**config.mk**
```make
export PLATFORM = sky130hd
export DESIGN_NAME = ordered_queue_keyed_remove
export DESIGN_NICKNAME = d
export VERILOG_FILES = /design/src/sv/oqkr_pkg.sv /design/src/sv/oqkr_cell.sv /design/src/sv/ordered_queue_keyed_remove.sv
export SDC_FILE = /design/constraint.sdc
export NUM_CORES = 1
export LEC_CHECK = 0
export BUFFER_PORTS_ARGS = -buffer_cell sky130_fd_sc_hd__clkbuf_2
export CAP_MARGIN = 20
export CORE_AREA = 5 5 314 224
export DETAILED_ROUTE_END_ITERATION = 10
export DIE_AREA = 0 0 319 229
export PLACE_DENSITY = 0.79
export SLEW_MARGIN = 40
export SYNTH_ARGS = -nofsm -noshare
export SYNTH_HDL_FRONTEND = slang
export SYNTH_SLANG_ARGS = --single-unit
```
**constraint.sdc**
```tcl
create_clock -name i_clk -period 8.6 [get_ports i_clk]
set_input_delay 0.43 -clock i_clk [delete_from_list [all_inputs] [get_ports i_clk]]
set_output_delay 0.43 -clock i_clk [all_outputs]
set_load 0.05 [all_outputs]
```
**src/sv/oqkr_pkg.sv**
```systemverilog
`timescale 1ns / 1ps
// ---------------------------------------------------------------------------
// oqkr_pkg
// Shared codes and types for the ordered queue with keyed removal.
// ---------------------------------------------------------------------------
package oqkr_pkg;

    // request operation codes
    localparam logic [1:0] OP_APPEND = 2'd0;
    localparam logic [1:0] OP_REMOVE = 2'd1;
    localparam logic [1:0] OP_POP    = 2'd2;

    // result status codes
    localparam logic [1:0] ST_OK   = 2'd0;
    localparam logic [1:0] ST_MISS = 2'd1;
    localparam logic [1:0] ST_FULL = 2'd2;

    // operation broadcast along the cell row
    typedef struct packed {
        logic do_append;
        logic do_remove;
        logic do_pop;
    } t_cell_ctl;

endpackage

```
**src/sv/oqkr_cell.sv**
```systemverilog
`timescale 1ns / 1ps
// ---------------------------------------------------------------------------
// oqkr_cell
// One queue slot: holds a key and handle, compares against the search key,
// takes the tail write on append and the right neighbour's word on removal.
// ---------------------------------------------------------------------------
module oqkr_cell #(
    parameter int IDX          = 0,
    parameter int DEPTH        = 16,
    parameter int KEY_WIDTH    = 16,
    parameter int HANDLE_WIDTH = 32,
    localparam int CNT_W       = $clog2(DEPTH + 1)
) (
    input  logic                    i_clk,
    input  oqkr_pkg::t_cell_ctl     i_ctl,
    input  logic [CNT_W-1:0]        i_count,
    input  logic [KEY_WIDTH-1:0]    i_key,
    input  logic [HANDLE_WIDTH-1:0] i_handle,
    input  logic [KEY_WIDTH-1:0]    i_next_key,
    input  logic [HANDLE_WIDTH-1:0] i_next_handle,
    input  logic                    i_hit_before,
    output logic                    o_hit_through,
    output logic                    o_take,
    output logic [KEY_WIDTH-1:0]    o_key,
    output logic [HANDLE_WIDTH-1:0] o_handle,
    output logic [KEY_WIDTH-1:0]    o_take_key,
    output logic [HANDLE_WIDTH-1:0] o_take_handle
);

    logic [KEY_WIDTH-1:0]    r_key;
    logic [HANDLE_WIDTH-1:0] r_handle;
    logic [KEY_WIDTH-1:0]    n_key;
    logic [HANDLE_WIDTH-1:0] n_handle;
    logic                    w_occupied;
    logic                    w_at_tail;
    logic                    w_match;

    // slot state relative to the fill level
    assign w_occupied = CNT_W'(IDX) < i_count;
    assign w_at_tail  = CNT_W'(IDX) == i_count;

    // pop hits the head slot when it is occupied; removal hits on key equality
    assign w_match = w_occupied &&
                     ((i_ctl.do_remove && (r_key == i_key)) ||
                      (i_ctl.do_pop && (IDX == 0)));

    // first hit along the row is the one removed
    assign o_hit_through = i_hit_before | w_match;
    assign o_take        = w_match & ~i_hit_before;

    assign o_key         = r_key;
    assign o_handle      = r_handle;
    assign o_take_key    = o_take ? r_key : '0;
    assign o_take_handle = o_take ? r_handle : '0;

    // next slot contents: tail write or shift up behind the hole
    always_comb begin
        n_key    = r_key;
        n_handle = r_handle;
        if (i_ctl.do_append && w_at_tail) begin
            n_key    = i_key;
            n_handle = i_handle;
        end else if ((i_ctl.do_remove || i_ctl.do_pop) && o_hit_through) begin
            n_key    = i_next_key;
            n_handle = i_next_handle;
        end
    end

    always_ff @(posedge i_clk) begin
        r_key    <= n_key;
        r_handle <= n_handle;
    end

endmodule

```
**src/sv/ordered_queue_keyed_remove.sv**
```systemverilog
`timescale 1ns / 1ps
// ---------------------------------------------------------------------------
// ordered_queue_keyed_remove
// Ordered queue with append, pop and remove-oldest-by-key over a cell row.
// Every slot compares and shifts in parallel; the result word is registered.
// Throughput: one word per cycle while result words are being taken.
// Output register frees in the cycle its word is taken.
// Reset (synchronous, active low) empties the queue and the output register.
// ---------------------------------------------------------------------------
module ordered_queue_keyed_remove #(
    parameter int DEPTH        = 16,
    parameter int KEY_WIDTH    = 16,
    parameter int HANDLE_WIDTH = 32,
    localparam int CNT_W       = $clog2(DEPTH + 1)
) (
    input  logic                    i_clk,
    input  logic                    i_rst_n,
    input  logic                    i_in_valid,
    output logic                    o_in_ready,
    input  logic [1:0]              i_req_type,
    input  logic [KEY_WIDTH-1:0]    i_msg_key,
    input  logic [HANDLE_WIDTH-1:0] i_msg_handle,
    output logic                    o_out_valid,
    input  logic                    i_out_ready,
    output logic [1:0]              o_status,
    output logic [KEY_WIDTH-1:0]    o_out_key,
    output logic [HANDLE_WIDTH-1:0] o_out_handle,
    output logic [CNT_W-1:0]        o_count
);

    logic                    r_out_valid;
    logic [1:0]              r_status;
    logic [KEY_WIDTH-1:0]    r_out_key;
    logic [HANDLE_WIDTH-1:0] r_out_handle;
    logic [CNT_W-1:0]        r_out_count;
    logic [CNT_W-1:0]        r_count;
    logic [1:0]              n_status;
    logic [KEY_WIDTH-1:0]    n_out_key;
    logic [HANDLE_WIDTH-1:0] n_out_handle;
    logic [CNT_W-1:0]        n_count;

    logic                    w_accept;
    logic                    w_full;
    logic                    w_hit;
    oqkr_pkg::t_cell_ctl     w_ctl;

    logic [DEPTH:0]          w_hit_chain;
    logic [DEPTH-1:0]        w_take;
    logic [KEY_WIDTH-1:0]    w_key    [DEPTH];
    logic [HANDLE_WIDTH-1:0] w_handle [DEPTH];
    logic [KEY_WIDTH-1:0]    w_tkey   [DEPTH];
    logic [HANDLE_WIDTH-1:0] w_thandle[DEPTH];
    logic [KEY_WIDTH-1:0]    w_sel_key;
    logic [HANDLE_WIDTH-1:0] w_sel_handle;

    // handshake: output register parts the two sides
    assign o_in_ready = ~r_out_valid | i_out_ready;
    assign w_accept   = i_in_valid & o_in_ready;
    assign w_full     = r_count == CNT_W'(DEPTH);

    // decode request into the row broadcast
    always_comb begin
        w_ctl = '0;
        if (w_accept) begin
            case (i_req_type)
                oqkr_pkg::OP_APPEND: w_ctl.do_append = ~w_full;
                oqkr_pkg::OP_REMOVE: w_ctl.do_remove = 1'b1;
                oqkr_pkg::OP_POP:    w_ctl.do_pop    = 1'b1;
                default:             w_ctl = '0;
            endcase
        end
    end

    // cell row
    assign w_hit_chain[0] = 1'b0;
    for (genvar g = 0; g < DEPTH; g++) begin : g_cell
        logic [KEY_WIDTH-1:0]    w_nk;
        logic [HANDLE_WIDTH-1:0] w_nh;
        if (g == DEPTH - 1) begin : g_last
            assign w_nk = '0;
            assign w_nh = '0;
        end else begin : g_mid
            assign w_nk = w_key[g+1];
            assign w_nh = w_handle[g+1];
        end
        oqkr_cell #(
            .IDX          (g),
            .DEPTH        (DEPTH),
            .KEY_WIDTH    (KEY_WIDTH),
            .HANDLE_WIDTH (HANDLE_WIDTH)
        ) u_cell (
            .i_clk         (i_clk),
            .i_ctl         (w_ctl),
            .i_count       (r_count),
            .i_key         (i_msg_key),
            .i_handle      (i_msg_handle),
            .i_next_key    (w_nk),
            .i_next_handle (w_nh),
            .i_hit_before  (w_hit_chain[g]),
            .o_hit_through (w_hit_chain[g+1]),
            .o_take        (w_take[g]),
            .o_key         (w_key[g]),
            .o_handle      (w_handle[g]),
            .o_take_key    (w_tkey[g]),
            .o_take_handle (w_thandle[g])
        );
    end

    assign w_hit = w_hit_chain[DEPTH];

    // gather the removed word (at most one cell takes)
    always_comb begin
        w_sel_key    = '0;
        w_sel_handle = '0;
        for (int i = 0; i < DEPTH; i++) begin
            w_sel_key    = w_sel_key | w_tkey[i];
            w_sel_handle = w_sel_handle | w_thandle[i];
        end
    end

    // result and fill level
    always_comb begin
        n_count      = r_count;
        n_status     = oqkr_pkg::ST_MISS;
        n_out_key    = '0;
        n_out_handle = '0;
        if (w_ctl.do_append) begin
            n_count  = r_count + CNT_W'(1);
            n_status = oqkr_pkg::ST_OK;
        end else if (w_accept && (i_req_type == oqkr_pkg::OP_APPEND)) begin
            n_status = oqkr_pkg::ST_FULL;
        end else if (w_hit) begin
            n_count      = r_count - CNT_W'(1);
            n_status     = oqkr_pkg::ST_OK;
            n_out_key    = w_sel_key;
            n_out_handle = w_sel_handle;
        end
    end

    always_ff @(posedge i_clk) begin
        if (!i_rst_n) begin
            r_count     <= '0;
            r_out_valid <= 1'b0;
        end else begin
            r_count <= n_count;
            if (w_accept) begin
                r_out_valid <= 1'b1;
            end else if (i_out_ready) begin
                r_out_valid <= 1'b0;
            end
        end
    end

    always_ff @(posedge i_clk) begin
        if (w_accept) begin
            r_status     <= n_status;
            r_out_key    <= n_out_key;
            r_out_handle <= n_out_handle;
            r_out_count  <= n_count;
        end
    end

    assign o_out_valid  = r_out_valid;
    assign o_status     = r_status;
    assign o_out_key    = r_out_key;
    assign o_out_handle = r_out_handle;
    assign o_count      = r_out_count;

`ifndef SYNTH
    // fill level stays within capacity
    a_count_range: assert property (@(posedge i_clk) disable iff (!i_rst_n)
        r_count <= CNT_W'(DEPTH))
        else $error("queue count beyond capacity");

    // at most one slot is taken per request
    a_single_take: assert property (@(posedge i_clk) disable iff (!i_rst_n)
        $onehot0(w_take))
        else $error("more than one slot removed");

    // a removal that misses leaves the fill level alone
    a_miss_keeps: assert property (@(posedge i_clk) disable iff (!i_rst_n)
        (w_accept && (i_req_type == oqkr_pkg::OP_REMOVE) && !w_hit)
        |=> (r_count == $past(r_count)))
        else $error("count changed on a missed removal");

    // a taken slot must lie inside the occupied region
    a_take_occupied: assert property (@(posedge i_clk) disable iff (!i_rst_n)
        w_hit |-> (r_count != '0))
        else $error("hit on an empty queue");
`endif

endmodule

```
### Word-level counts from Yosys, hierarchy flattened

Index checks and enable logic that the tools add are counted.

* register bits after elaboration: 829
* latch bits: 0
* memory bits (writable): 0
* ROM bits: 0
* bits of input ports: 54
* output and inout bits: 57
* logic and storage cells: 366
* memories kept: 0

* add/sub/neg operators: 2
* multipliers: 0
* div/mod/pow operators: 0
* order comparisons: 16
* equality and inequality tests: 34
* shifts and indexed selects: 0
* muxes and demuxes: 107
* bitwise operators: 80
* reduce and logical (&&, ||, !) cells: 88

Operators with widths (number)
* two-way mux 32 bit: 48
* two-way mux 16 bit: 48
* OR 32 bit: 15
* equality test 16 bit: 16
* OR 16 bit: 15
* logical AND 1 bit: 65
* equality test 4 x 5 -> 1 bit (first input constant): 8
* < comparator 4 x 5 -> 1 bit (first input constant): 8
* nonzero test 2 bit: 17
* equality test 3 x 5 -> 1 bit (first input constant): 4
* < comparator 3 x 5 -> 1 bit (first input constant): 4
* NOT 1 bit: 18
* AND 1 bit: 16
* OR 1 bit: 16
* two-way mux 5 bit: 3
* equality test 2 x 5 -> 1 bit (first input constant): 2
* < comparator 1 x 5 -> 1 bit (first input constant): 2
* < comparator 2 x 5 -> 1 bit (first input constant): 2
* two-way mux 1 bit: 6
* adder 5 x 1 -> 5 bit (second input constant): 1
* equality test 1 x 5 -> 1 bit (first input constant): 1
* equality test 5 bit (second input constant): 1
* zero test 5 bit: 1
* subtractor 5 x 1 -> 5 bit (second input constant): 1
* 8 further kinds: 9

### Longest topological paths before layout

Gate-level depths: netlist of the first run.

* depth after elaboration: 25
* gate-level depth with buffers: 15
* gate-level depth less buffers: 9

### Modules after synthesis

From an unflattened synthesis of the first run, not the netlist that was laid out.

* cells, all modules: 3549
* area, all modules: 46387.0 sq um

By module, submodules not included
* ordered_queue_keyed_remove: instances 1, cells an instance 413, area an instance 4012.6 sq um, sequential area each 1771.7 sq um
* oqkr_cell at g_cell[0].u_cell: instances 1, cells an instance 371, area an instance 3682.3 sq um, sequential area each 1441.4 sq um
* oqkr_cell at g_cell[10].u_cell: instances 1, cells an instance 186, area an instance 2593.7 sq um, sequential area each 1441.4 sq um
* oqkr_cell at g_cell[2].u_cell: instances 1, cells an instance 186, area an instance 2592.5 sq um, sequential area each 1441.4 sq um
* oqkr_cell at g_cell[4].u_cell: instances 1, cells an instance 184, area an instance 2592.5 sq um, sequential area each 1441.4 sq um
* oqkr_cell at g_cell[12].u_cell: instances 1, cells an instance 184, area an instance 2590.0 sq um, sequential area each 1441.4 sq um
* oqkr_cell at g_cell[6].u_cell: instances 1, cells an instance 184, area an instance 2588.7 sq um, sequential area each 1441.4 sq um
* oqkr_cell at g_cell[8].u_cell: instances 1, cells an instance 184, area an instance 2585.0 sq um, sequential area each 1441.4 sq um
* oqkr_cell at g_cell[9].u_cell: instances 1, cells an instance 184, area an instance 2583.7 sq um, sequential area each 1441.4 sq um
* oqkr_cell at g_cell[15].u_cell: instances 1, cells an instance 185, area an instance 2576.2 sq um, sequential area each 1441.4 sq um
* oqkr_cell at g_cell[1].u_cell: instances 1, cells an instance 184, area an instance 2576.2 sq um, sequential area each 1441.4 sq um
* oqkr_cell at g_cell[13].u_cell: instances 1, cells an instance 185, area an instance 2575.0 sq um, sequential area each 1441.4 sq um
* oqkr_cell at g_cell[14].u_cell: instances 1, cells an instance 184, area an instance 2573.7 sq um, sequential area each 1441.4 sq um
* oqkr_cell at g_cell[11].u_cell: instances 1, cells an instance 185, area an instance 2570.0 sq um, sequential area each 1441.4 sq um
* 3 more rows

### Worst setup path after synthesis of the first run

OpenSTA, ideal clock, no wires.

* kind: register to register
* from: register r_out_valid (netlist: o_out_valid)
* to: register g_cell[12].u_cell.r_handle[0], enable pin
* setup time: 0.806 ns
* arrival: 4.574 ns
* required time: 7.794 ns
* slack: 3.220 ns
* stages on the path, launching flop included: 11
* path buffers: 3
* period minus slack after synthesis: 5.380 ns
* path through: dfxtp_1 -> nand2b_1 -> and3_1 -> o21ai_1 -> a2bb2o_2 -> nor4b_4 -> clkbuf_1 -> and3_1 -> clkbuf_1 -> clkbuf_1 -> nand4_1

* cells in the longest elaborated chain, start to end: 21
* elaborated cells on any way between the ends: 47
* classes of those cells: 1 x mux; 15 x bitwise; 31 x reduce/logical

RTL lines
* from (decl): line ordered_queue_keyed_remove.sv:31 `logic r_out_valid;`
* from (signal assigned): line ordered_queue_keyed_remove.sv:143 `r_out_valid <= 1'b0;`
* from (signal assigned): line ordered_queue_keyed_remove.sv:147 `r_out_valid <= 1'b1;`
* from (signal assigned): line ordered_queue_keyed_remove.sv:149 `r_out_valid <= 1'b0;`
* NOT 1 bit (*): line ordered_queue_keyed_remove.sv:57 `assign o_in_ready = ~r_out_valid | i_out_ready;`
* OR 1 bit (*): line ordered_queue_keyed_remove.sv:57
* net o_in_ready: line ordered_queue_keyed_remove.sv:19 `output logic o_in_ready,`
* AND 1 bit (*): line ordered_queue_keyed_remove.sv:58 `assign w_accept = i_in_valid & o_in_ready;`
* two-way mux 3 bit (*): line ordered_queue_keyed_remove.sv:64 `if (w_accept) begin`
* logical AND 1 bit: line oqkr_cell.sv:44 `((i_ctl.do_remove && (r_key == i_key)) ||`
* logical OR 1 bit: line oqkr_cell.sv:44
* logical AND 1 bit: line oqkr_cell.sv:43 `assign w_match = w_occupied &&`
* OR 1 bit (12 in series): line oqkr_cell.sv:48 `assign o_hit_through = i_hit_before | w_match;`
* logical AND 1 bit: line oqkr_cell.sv:63 `end else if ((i_ctl.do_remove || i_ctl.do_pop) && o_hit_through) begin`
* nonzero test 2 bit (no line) (*)
* to (signal assigned): line oqkr_cell.sv:71 `r_handle <= n_handle;`
* to (decl): line oqkr_cell.sv:31 `logic [HANDLE_WIDTH-1:0] r_handle;`

The timed path passes the listed nets; every way through them passes the cells marked *.
A chain may end at the register's enable or synchronous reset.

### Worst setup path in the final report of the first run

* from: register r_count[4]
* to: register g_cell[15].u_cell.r_key[12], enable pin

* cells in the longest elaborated chain, start to end: 19
* elaborated cells on any way between the ends: 55
* classes of those cells: 16 x order compare; 2 x eq/ne; 2 x mux; 16 x bitwise; 19 x reduce/logical

RTL lines
* from (decl): line ordered_queue_keyed_remove.sv:36 `logic [CNT_W-1:0] r_count;`
* from (signal assigned): line ordered_queue_keyed_remove.sv:145 `r_count <= n_count;`
* < comparator 1 x 5 -> 1 bit: line oqkr_cell.sv:39 `assign w_occupied = CNT_W'(IDX) < i_count;`
* logical AND 1 bit: line oqkr_cell.sv:43
* OR 1 bit (15 in series): line oqkr_cell.sv:48
* logical AND 1 bit: line oqkr_cell.sv:63
* nonzero test 2 bit (no line) (*)
* to (signal assigned): line oqkr_cell.sv:70 `r_key <= n_key;`
* to (decl): line oqkr_cell.sv:30 `logic [KEY_WIDTH-1:0] r_key;`

Every way passes the cells marked *; elsewhere a longest branch is shown, timed or not.

==> out/qor.log, run 1 <==
qor: outcome.outcome finished, final reports clean
qor: floorplan.rows 80
qor: cts.clkLatencyLatePin 0.64 ns
qor: sta.final_hold_viol_count 0
qor: detailed_routing.vias_per_cell 7.26
qor: synth.yosys.cell_count.top_type sky130_fd_sc_hd__edfxtp_1
qor: global_route.pin_count_of_the_biggest_net_entering_global_routing 65
qor: critical_path.critical_path_class reg -> reg
qor: synth.synth_top_cells_by_area sky130_fd_sc_hd__edfxtp_1 57%, sky130_fd_sc_hd__mux2_2 19%, sky130_fd_sc_hd__xor2_1 2.7%
qor: detailed_routing.dr.pass1.iters 7
qor: layout.drive_above_1_share 34.0%
qor: detailed_routing.totalWireLength 136 mm
qor: critical_path.reg2reg_setup_slack 3.60 ns
qor: cts.postCtsResizedCells 0
qor: synth.post_synth_fa_ha_maj_area_fraction 0.145%
qor: sta.final_max_slew_viol_count 0
qor: synth.yosys.area_share.xor_xnor 5.29%
qor: synth.synth_simple_gate_area_share 6.11%
qor: global_route.grt_remaining_overflow 0
qor: detailed_routing.drt_iter0_markers 4,647
qor: place.portBuffers 110
qor: global_route.track_usage 36.3%
qor: pwr.vdd_ir_drop_max 0.000136 V
qor: synth.async_flop_share 0%
qor: cts.hold_buffers 0
qor: sta.total_of_endpoints_with_negative_setup_slack_in_the_final_report 0
qor: min_path.hold_class in -> reg
qor: global_route.grt_first_pass_wirelength 199 mm
qor: synth.post_synth_inst_count 3,145
qor: critical_path.worst_r2r_startpoint r_count[4]$_SDFF_PN0_
qor: synth.synth_top_area_share 57.5%
qor: layout.num-fill-cells 4,526
qor: sta.fmax 200 MHz
qor: pwr.total_leakage_power 16.2 nW
qor: synth.synth_flop_type sky130_fd_sc_hd__edfxtp_1
qor: synth.yosys_warns 0
qor: layout.fin_nets 3,176
qor: detailed_routing.ant_nets 0
qor: min_path.hold_depth 3
qor: sta.worstMarginPinSlew 0.941 ns
qor: floorplan.start_util 64.0%
qor: detailed_routing.avgRoutedWirePerCell 33.3 um
qor: synth.main_combinational_cell_family_by_area_after_synthesis multiplexers
qor: cts.clk_pin_slew 0.06 ns
qor: cts.clock_path_buffers 3
qor: detailed_routing.drc 0
qor: critical_path.cp.arrival 5.33 ns
qor: synth.area_fraction_in_compound_gates_after_synthesis 8.56%
qor: floorplan.die_outline_area 73,100 um^2
qor: synth.synth_seq_area_share 57.7%
qor: sta.period_needed 5.00 ns
qor: critical_path.worstSetupEndpointType flop
qor: cts.tritoncts_clock_tree built
qor: synth.cell_area_synth 43,000 um^2
qor: synth.synthMuxAreaShare 19.0%
qor: detailed_routing.vias 29,622
qor: place.place.gp.congestion 0.990
qor: floorplan.die_height 229 um
qor: floorplan.coreArea 67,200 um^2
qor: critical_path.required 8.94 ns
qor: layout.multi_input_area 17,000 um^2
qor: floorplan.die_w 319 um
qor: sta.finalCritPeriodShare 58.1%
qor: synth.synth_nets 3,204
qor: synth.synth_edf_count 823
qor: synth.netlist_top_cells_count 823 x sky130_fd_sc_hd__edfxtp_1, 720 x sky130_fd_sc_hd__mux2_2, 174 x sky130_fd_sc_hd__clkbuf_1
qor: pwr.power_density 198 nW/um^2
qor: global_route.first_global_vias 28,717
qor: cts.number_of_clock_sinks 829
qor: sta.rsz_0062_raised_after_global_routing no
qor: cts.post_cts_buffers 0
qor: cts.cts_buffers 79
qor: cts.cts_max_level 3
qor: critical_path.critPathLaunchType flop
qor: critical_path.crit_path_max_fanout 25
qor: synth.avgSynthCellArea 13.7 um^2
qor: layout.area.sequential 24,800 um^2
qor: layout.area.growth.synth_to_final 8.80%
qor: sta.slew-limit-headroom 37.3%
qor: place.dp_hpwl 86.6 mm
qor: sta.fin_setup_tns 0 ns
qor: synth.synthDominantAreaCellType sky130_fd_sc_hd__edfxtp_1
qor: min_path.whs_endpoint o_out_valid$_SDFFE_PN0P_
qor: critical_path.regToRegEndpoint g_cell[15].u_cell.o_key[12]$_SDFFCE_PN0P_
qor: global_route.initial_antenna_violation_count 11
qor: min_path.worstHoldStart i_in_valid
qor: floorplan.pin_count 111
qor: synth.ys_types 64
qor: sta.hold-worst-slack 0.121 ns
qor: cts.clock-root-buffer sky130_fd_sc_hd__clkbuf_16
qor: run.cap_violations 0
qor: synth.ys_seq_elements 829
qor: critical_path.timing.reg2reg.worst_path_depth 8
qor: sta.clock-skew-final 0.0225 ns
cells by family (layout without fill, tap and decap cells):
family                   count (synthesis)  after routing
buffers and inverters                  329            355
XOR/XNOR                               260            260
other                                    0              5
multiplexers                           725            725
flip-flops                             829            829
AND/OR/NAND/NOR                        494            494
adder cells (fa/ha/maj)                  5              5
AO/OA/AOI/OAI                          503            503
through the flow:
| stage | std cells | cell area (um^2) | setup slack (ns) | util, % | power [W] |
|---|---|---|---|---|---|
| global route | 4074 | 46800 | 3.47 | 69.7 | 0.00951 |
| CTS | 4069 | 46700 | 3.83 | 69.5 | 0.00925 |
| floorplan | 3145 | 43000 | 3.22 | - | 0.00553 |
| finish | 4078 | 46800 | 3.60 | 69.7 | 0.00927 |
| global placement | 3929 | 44200 | 3.56 | 65.8 | 0.00586 |
| detailed placement | 3934 | 44300 | 3.50 | 65.9 | 0.00589 |
critical path, stage by stage, from the launching register on:
cell and delay, ns:
sky130_fd_sc_hd__dfxtp_1 0.56, sky130_fd_sc_hd__or2_1 0.44, sky130_fd_sc_hd__o21ai_1 0.34, sky130_fd_sc_hd__a2bb2o_2 0.37
sky130_fd_sc_hd__nor4b_4 0.72, sky130_fd_sc_hd__nand4_1 0.49, sky130_fd_sc_hd__nor2_4 0.67, sky130_fd_sc_hd__nand2_2 0.61
sky130_fd_sc_hd__buf_4 0.47
worst max-delay path by stage:
stage               depth (start not counted)                                           end                      from
floorplan                                  10       g_cell[12].u_cell.o_handle[0]$_DFFE_PP_  o_out_valid$_SDFFE_PN0P_
global placement                           10  g_cell[15].u_cell.o_handle[19]$_SDFFCE_PN0P_              i_msg_key[8]
detailed placement                         10  g_cell[15].u_cell.o_handle[23]$_SDFFCE_PN0P_              i_msg_key[5]
CTS                                         8     g_cell[15].u_cell.o_key[12]$_SDFFCE_PN0P_     r_count[4]$_SDFF_PN0_
global route                                8     g_cell[15].u_cell.o_key[12]$_SDFFCE_PN0P_     r_count[4]$_SDFF_PN0_
finish                                      8     g_cell[15].u_cell.o_key[12]$_SDFFCE_PN0P_     r_count[4]$_SDFF_PN0_
metal layers:
| metal | track usage [%] | share of wire (%) | vias to the layer above |
|---|---|---|---|
| met5 | 0 | 0.057 | - |
| met4 | 9.77 | 2.8 | 14 |
| met3 | 14.4 | 17 | 289 |
| met2 | 50.2 | 41 | 2464 |
| met1 | 53.8 | 39 | 14685 |
| li1 | - | - | 12170 |
sequential cells by signal, indices dropped and copies added (netlist names):
register,cells
o_out_handle,32
o_out_valid,1
g_cell.u_cell.o_handle,512
o_status,2
o_out_key,16
o_count,5
r_count,5
g_cell.u_cell.o_key,256
cell type report:
cell class                      count  share of cell area (%)
Sequential cell                   829                    53.1
Multi-Input combinational cell   1987                    36.4
Clock buffer                      101                    4.51
Timing Repair Buffer              194                    2.71
Tap cell                          902                    2.41
Clock inverter                     34                   0.676
Inverter                           26                   0.209
Antenna cell                        5                  0.0267
placed cells by master (no fill, tap or decap), drive strengths merged, types with 47 or more instances in the layout:
master  Yosys  layout
a221oi     47      47
edfxtp    823     823
o21ai      52      52
mux2      721     721
xnor2     128     128
nor2      106     106
nand2      81      81
a222oi     47      47
a21oi     134     134
buf       129      85
xor2      132     132
and2       51      51
a22oi      80      80
clkbuf    174     210
nand3      67      67
where the power goes:
group | switching (W) | internal [W] | leakage, nW
sequential | 0.000159 | 0.00473 | 7.61
clock | 0.00154 | 0.00188 | 1.18
combinational | 0.000667 | 0.000303 | 7.38
total | 0.00236 | 0.00691 | 16.2
No activity file was read; power rests on OpenSTA's default activity.
==> inputs of run 2 (changes only) <==
--- a/config.mk
+++ b/config.mk
@@ -7,10 +7,10 @@
 export LEC_CHECK = 0
 export BUFFER_PORTS_ARGS = -buffer_cell sky130_fd_sc_hd__clkbuf_2
 export CAP_MARGIN = 20
-export CORE_AREA = 5 5 314 224
+export CORE_AREA = 5 5 319 227
 export DETAILED_ROUTE_END_ITERATION = 10
-export DIE_AREA = 0 0 319 229
-export PLACE_DENSITY = 0.79
+export DIE_AREA = 0 0 324 232
+export PLACE_DENSITY = 0.77
 export SLEW_MARGIN = 40
 export SYNTH_ARGS = -nofsm -noshare
 export SYNTH_HDL_FRONTEND = slang
==> constraint.sdc (replaced) <==
create_clock -name i_clk -period 5.15 [get_ports i_clk]
set_input_delay 0.2575 -clock i_clk [delete_from_list [all_inputs] [get_ports i_clk]]
set_output_delay 0.2575 -clock i_clk [all_outputs]
set_load 0.05 [all_outputs]
==> run 2 against run 1 <==
  * Die area up 2.9%
  * Sequential power up 67%
  * Critical path depth is 3 higher
  * Utilization decreased by 1.5 points
  * Total power is 68% higher
  * Design area increased by 0.70%
  * Flip-flop and latch count unchanged
  * Sequential share of layout area shrank 0.37 points
  * Count of clock-buffer cells in the layout grew 1
  * Combinational power grew 67%
  * Final cell count grew 0.91%
  * Critical path type unchanged
  * Largest power group unchanged
==> out/qor.log, run 2 (same netlist as run 1, synthesis figures left out) <==
qor: floorplan.start_util 62.2%
qor: global_route.first_global_vias 27,335
qor: place.dp_hpwl 90.9 mm
qor: cts.clk_pin_slew 0.06 ns
qor: critical_path.worst_r2r_startpoint r_count[3]$_SDFF_PN0_
qor: sta.period_needed 4.64 ns
qor: cts.clock-root-buffer sky130_fd_sc_hd__clkbuf_16
qor: floorplan.rows 81
qor: sta.hold-worst-slack 0.0824 ns
qor: detailed_routing.avgRoutedWirePerCell 31.6 um
qor: place.place.gp.congestion 0.989
qor: place.number_of_cells_after_detailed_placement 3,958
qor: detailed_routing.met3_wirelength 23.1 mm
qor: min_path.hold_depth 2
qor: critical_path.critical-path-slowest-cell sky130_fd_sc_hd__nor2b_1
qor: critical_path.required 5.47 ns
qor: cts.post_cts_buffers 0
qor: layout.number_of_flip_flops_in_the_largest_register 512
qor: sta.fmax 215 MHz
qor: sta.final_hold_viol_count 0
qor: layout.area.growth.synth_to_final 9.56%
qor: critical_path.setup.worst_path.start r_count[3]$_SDFF_PN0_
qor: cts.number_of_clock_sinks 829
qor: critical_path.cp_cell_sequence nor2b_1 -> a2111oi_0 -> nand3_1 -> nor2_4 -> nor3_1 -> nand4_1 -> nor2_4 -> buf_16 -> buf_8 -> nand2_2 -> buf_4
qor: critical_path.critPathLaunchType flop
qor: detailed_routing.drt_iter0_markers 4,937
qor: outcome.outcome finished, final reports clean
qor: sta.finalCritPeriodShare 90.2%
qor: sta.worstMarginPinSlew 0.863 ns
qor: layout.fin_nets 3,190
qor: cts.cts_max_level 3
qor: detailed_routing.totalWireLength 130 mm
qor: cts.cts_buffers 80
qor: detailed_routing.ant_nets 0
qor: detailed_routing.route.layer.met1.wl 55.7 mm
qor: layout.area.sequential 24,800 um^2
qor: pwr.total_leakage_power 16.3 nW
qor: floorplan.die_w 324 um
qor: detailed_routing.dr.max_layer_used met4
qor: global_route.track_usage 34.0%
qor: cts.clock_path_buffers 3
qor: place.dp_worst_setup_slack 0.778 ns
qor: global_route.grt_remaining_overflow 0
qor: min_path.worstHoldStart i_msg_key[7]
qor: critical_path.cpMostUsedCell sky130_fd_sc_hd__nor2_4
qor: critical_path.cp.arrival 4.97 ns
qor: critical_path.critical_path.max_stage_delay 0.68 ns
qor: place.portBuffers 110
qor: floorplan.die_height 232 um
qor: sta.final_max_slew_viol_count 0
qor: sta.total_of_endpoints_with_negative_setup_slack_in_the_final_report 0
qor: sta.fin_setup_tns 0 ns
qor: layout.final_cells 4,115
qor: detailed_routing.vias 29,083
qor: pwr.vdd_ir_drop_max 0.000243 V
qor: cts.postCtsResizedCells 0
qor: floorplan.die_outline_area 75,200 um^2
qor: critical_path.critical_path_class reg -> reg
qor: detailed_routing.dr.pass1.iters 8
qor: global_route.pin_count_of_the_biggest_net_entering_global_routing 67
qor: sta.rsz_0062_raised_after_global_routing no
qor: floorplan.coreArea 69,100 um^2
qor: detailed_routing.dr_wl_met2 48.8 mm
qor: pwr.power_density 331 nW/um^2
qor: layout.multi_input_area 17,100 um^2
qor: layout.commonest_non_fill_non_tap_cell_in_the_layout sky130_fd_sc_hd__edfxtp_1
qor: sta.clock-skew-final 0.0273 ns
qor: layout.num-fill-cells 4,791
qor: detailed_routing.drc 0
qor: sta.slew-limit-headroom 42.5%
qor: run.cap_violations 0
qor: place.dpl-instance-area 44,500 um^2
qor: layout.highest_count_cells_in_the_layout_ignoring_fill_and_taps 823 x sky130_fd_sc_hd__edfxtp_1, 720 x sky130_fd_sc_hd__mux2_2, 134 x sky130_fd_sc_hd__a21oi_1
qor: min_path.hold_class in -> reg
qor: critical_path.worstSetupEndpointType flop
qor: detailed_routing.vias_per_cell 7.07
qor: floorplan.pin_count 111
qor: cts.clkLatencyLatePin 0.66 ns
qor: sta.final_setup_slack_of_the_worst_path 0.506 ns
qor: layout.final_design_area_no_fill 47,100 um^2
qor: global_route.initial_antenna_violation_count 5
qor: layout.drive_above_1_share 34.5%
qor: cts.tritoncts_clock_tree built
qor: global_route.grt_first_pass_wirelength 189 mm
qor: critical_path.crit_path_max_fanout 36
qor: critical_path.timing.reg2reg.worst_path_depth 11
## run 2: changes by cell type in the layout (fill, tap and decap cells not counted), moves of 3 or more
cell / previous run / this run
sky130_fd_sc_hd__dlygate4sd3_1: 0 / 3
sky130_fd_sc_hd__buf_12: 4 / 10
sky130_fd_sc_hd__buf_6: 6 / 2
sky130_fd_sc_hd__buf_4: 73 / 80
sky130_fd_sc_hd__clkbuf_2: 107 / 110
sky130_fd_sc_hd__clkinv_2: 8 / 17
sky130_fd_sc_hd__nor4_2: 6 / 3
sky130_fd_sc_hd__clkbuf_8: 5 / 2
## run 2: metal layers
metal	global-route usage, %	up-vias
li1	-	12228
met1	55.7	14493
met2	41.6	2209
met3	14.6	153
met4	5.91	0
met5	0	-
## run 2: per-stage QoR
step	util, %	total power, W
2_1_floorplan	-	0.00923
3_3_place_gp	64.3	0.00979
3_5_place_dp	64.4	0.00985
4_1_cts	68.1	0.0156
5_1_grt	68.2	0.0160
6_report	68.2	0.0156
## run 2: layout make-up
cell class / count / share of cell area (%)
clock inverters: 46 / 0.852
multi-input cells: 1987 / 36.2
clock buffers: 102 / 4.51
flip-flops and latches: 829 / 52.7
repair buffers: 207 / 3.07
diodes: 5 / 0.0266
well taps: 913 / 2.42
inverters: 26 / 0.207
## run 2: worst max-delay path: cells and delay by family (launching register included)
kind / cells / cell delay (ns)
buffers and inverters: 3 / 0.77
DFF: 1 / 0.62
and+or+nand+nor: 7 / 2.62
AOI/OAI and AO/OA: 1 / 0.26
## run 2: path summary, 6_finish.rpt
kind	end	slack, ns
max reg2reg	g_cell[14].u_cell.o_key[2]$_DFFE_PP_	0.51
max	g_cell[14].u_cell.o_key[2]$_DFFE_PP_	0.51
min	g_cell[1].u_cell.o_key[7]$_DFFE_PP_	0.08
min reg2reg	g_cell[11].u_cell.o_handle[18]$_DFFE_PP_	0.57
## run 2: timing repair
item	4_1_cts	5_1_grt
endpoints found under the setup margin	0	0
hold endpoints to repair	3	0
hold buffers	3	0
## run 2: where the power goes
| group | internal, W | switching [W] | total (W) |
|---|---|---|---|
| combinational | 0.000528 | 0.00109 | 0.00162 |
| sequential | 0.00789 | 0.000272 | 0.00816 |
| clock | 0.00320 | 0.00263 | 0.00583 |
| total | 0.0116 | 0.00400 | 0.0156 |
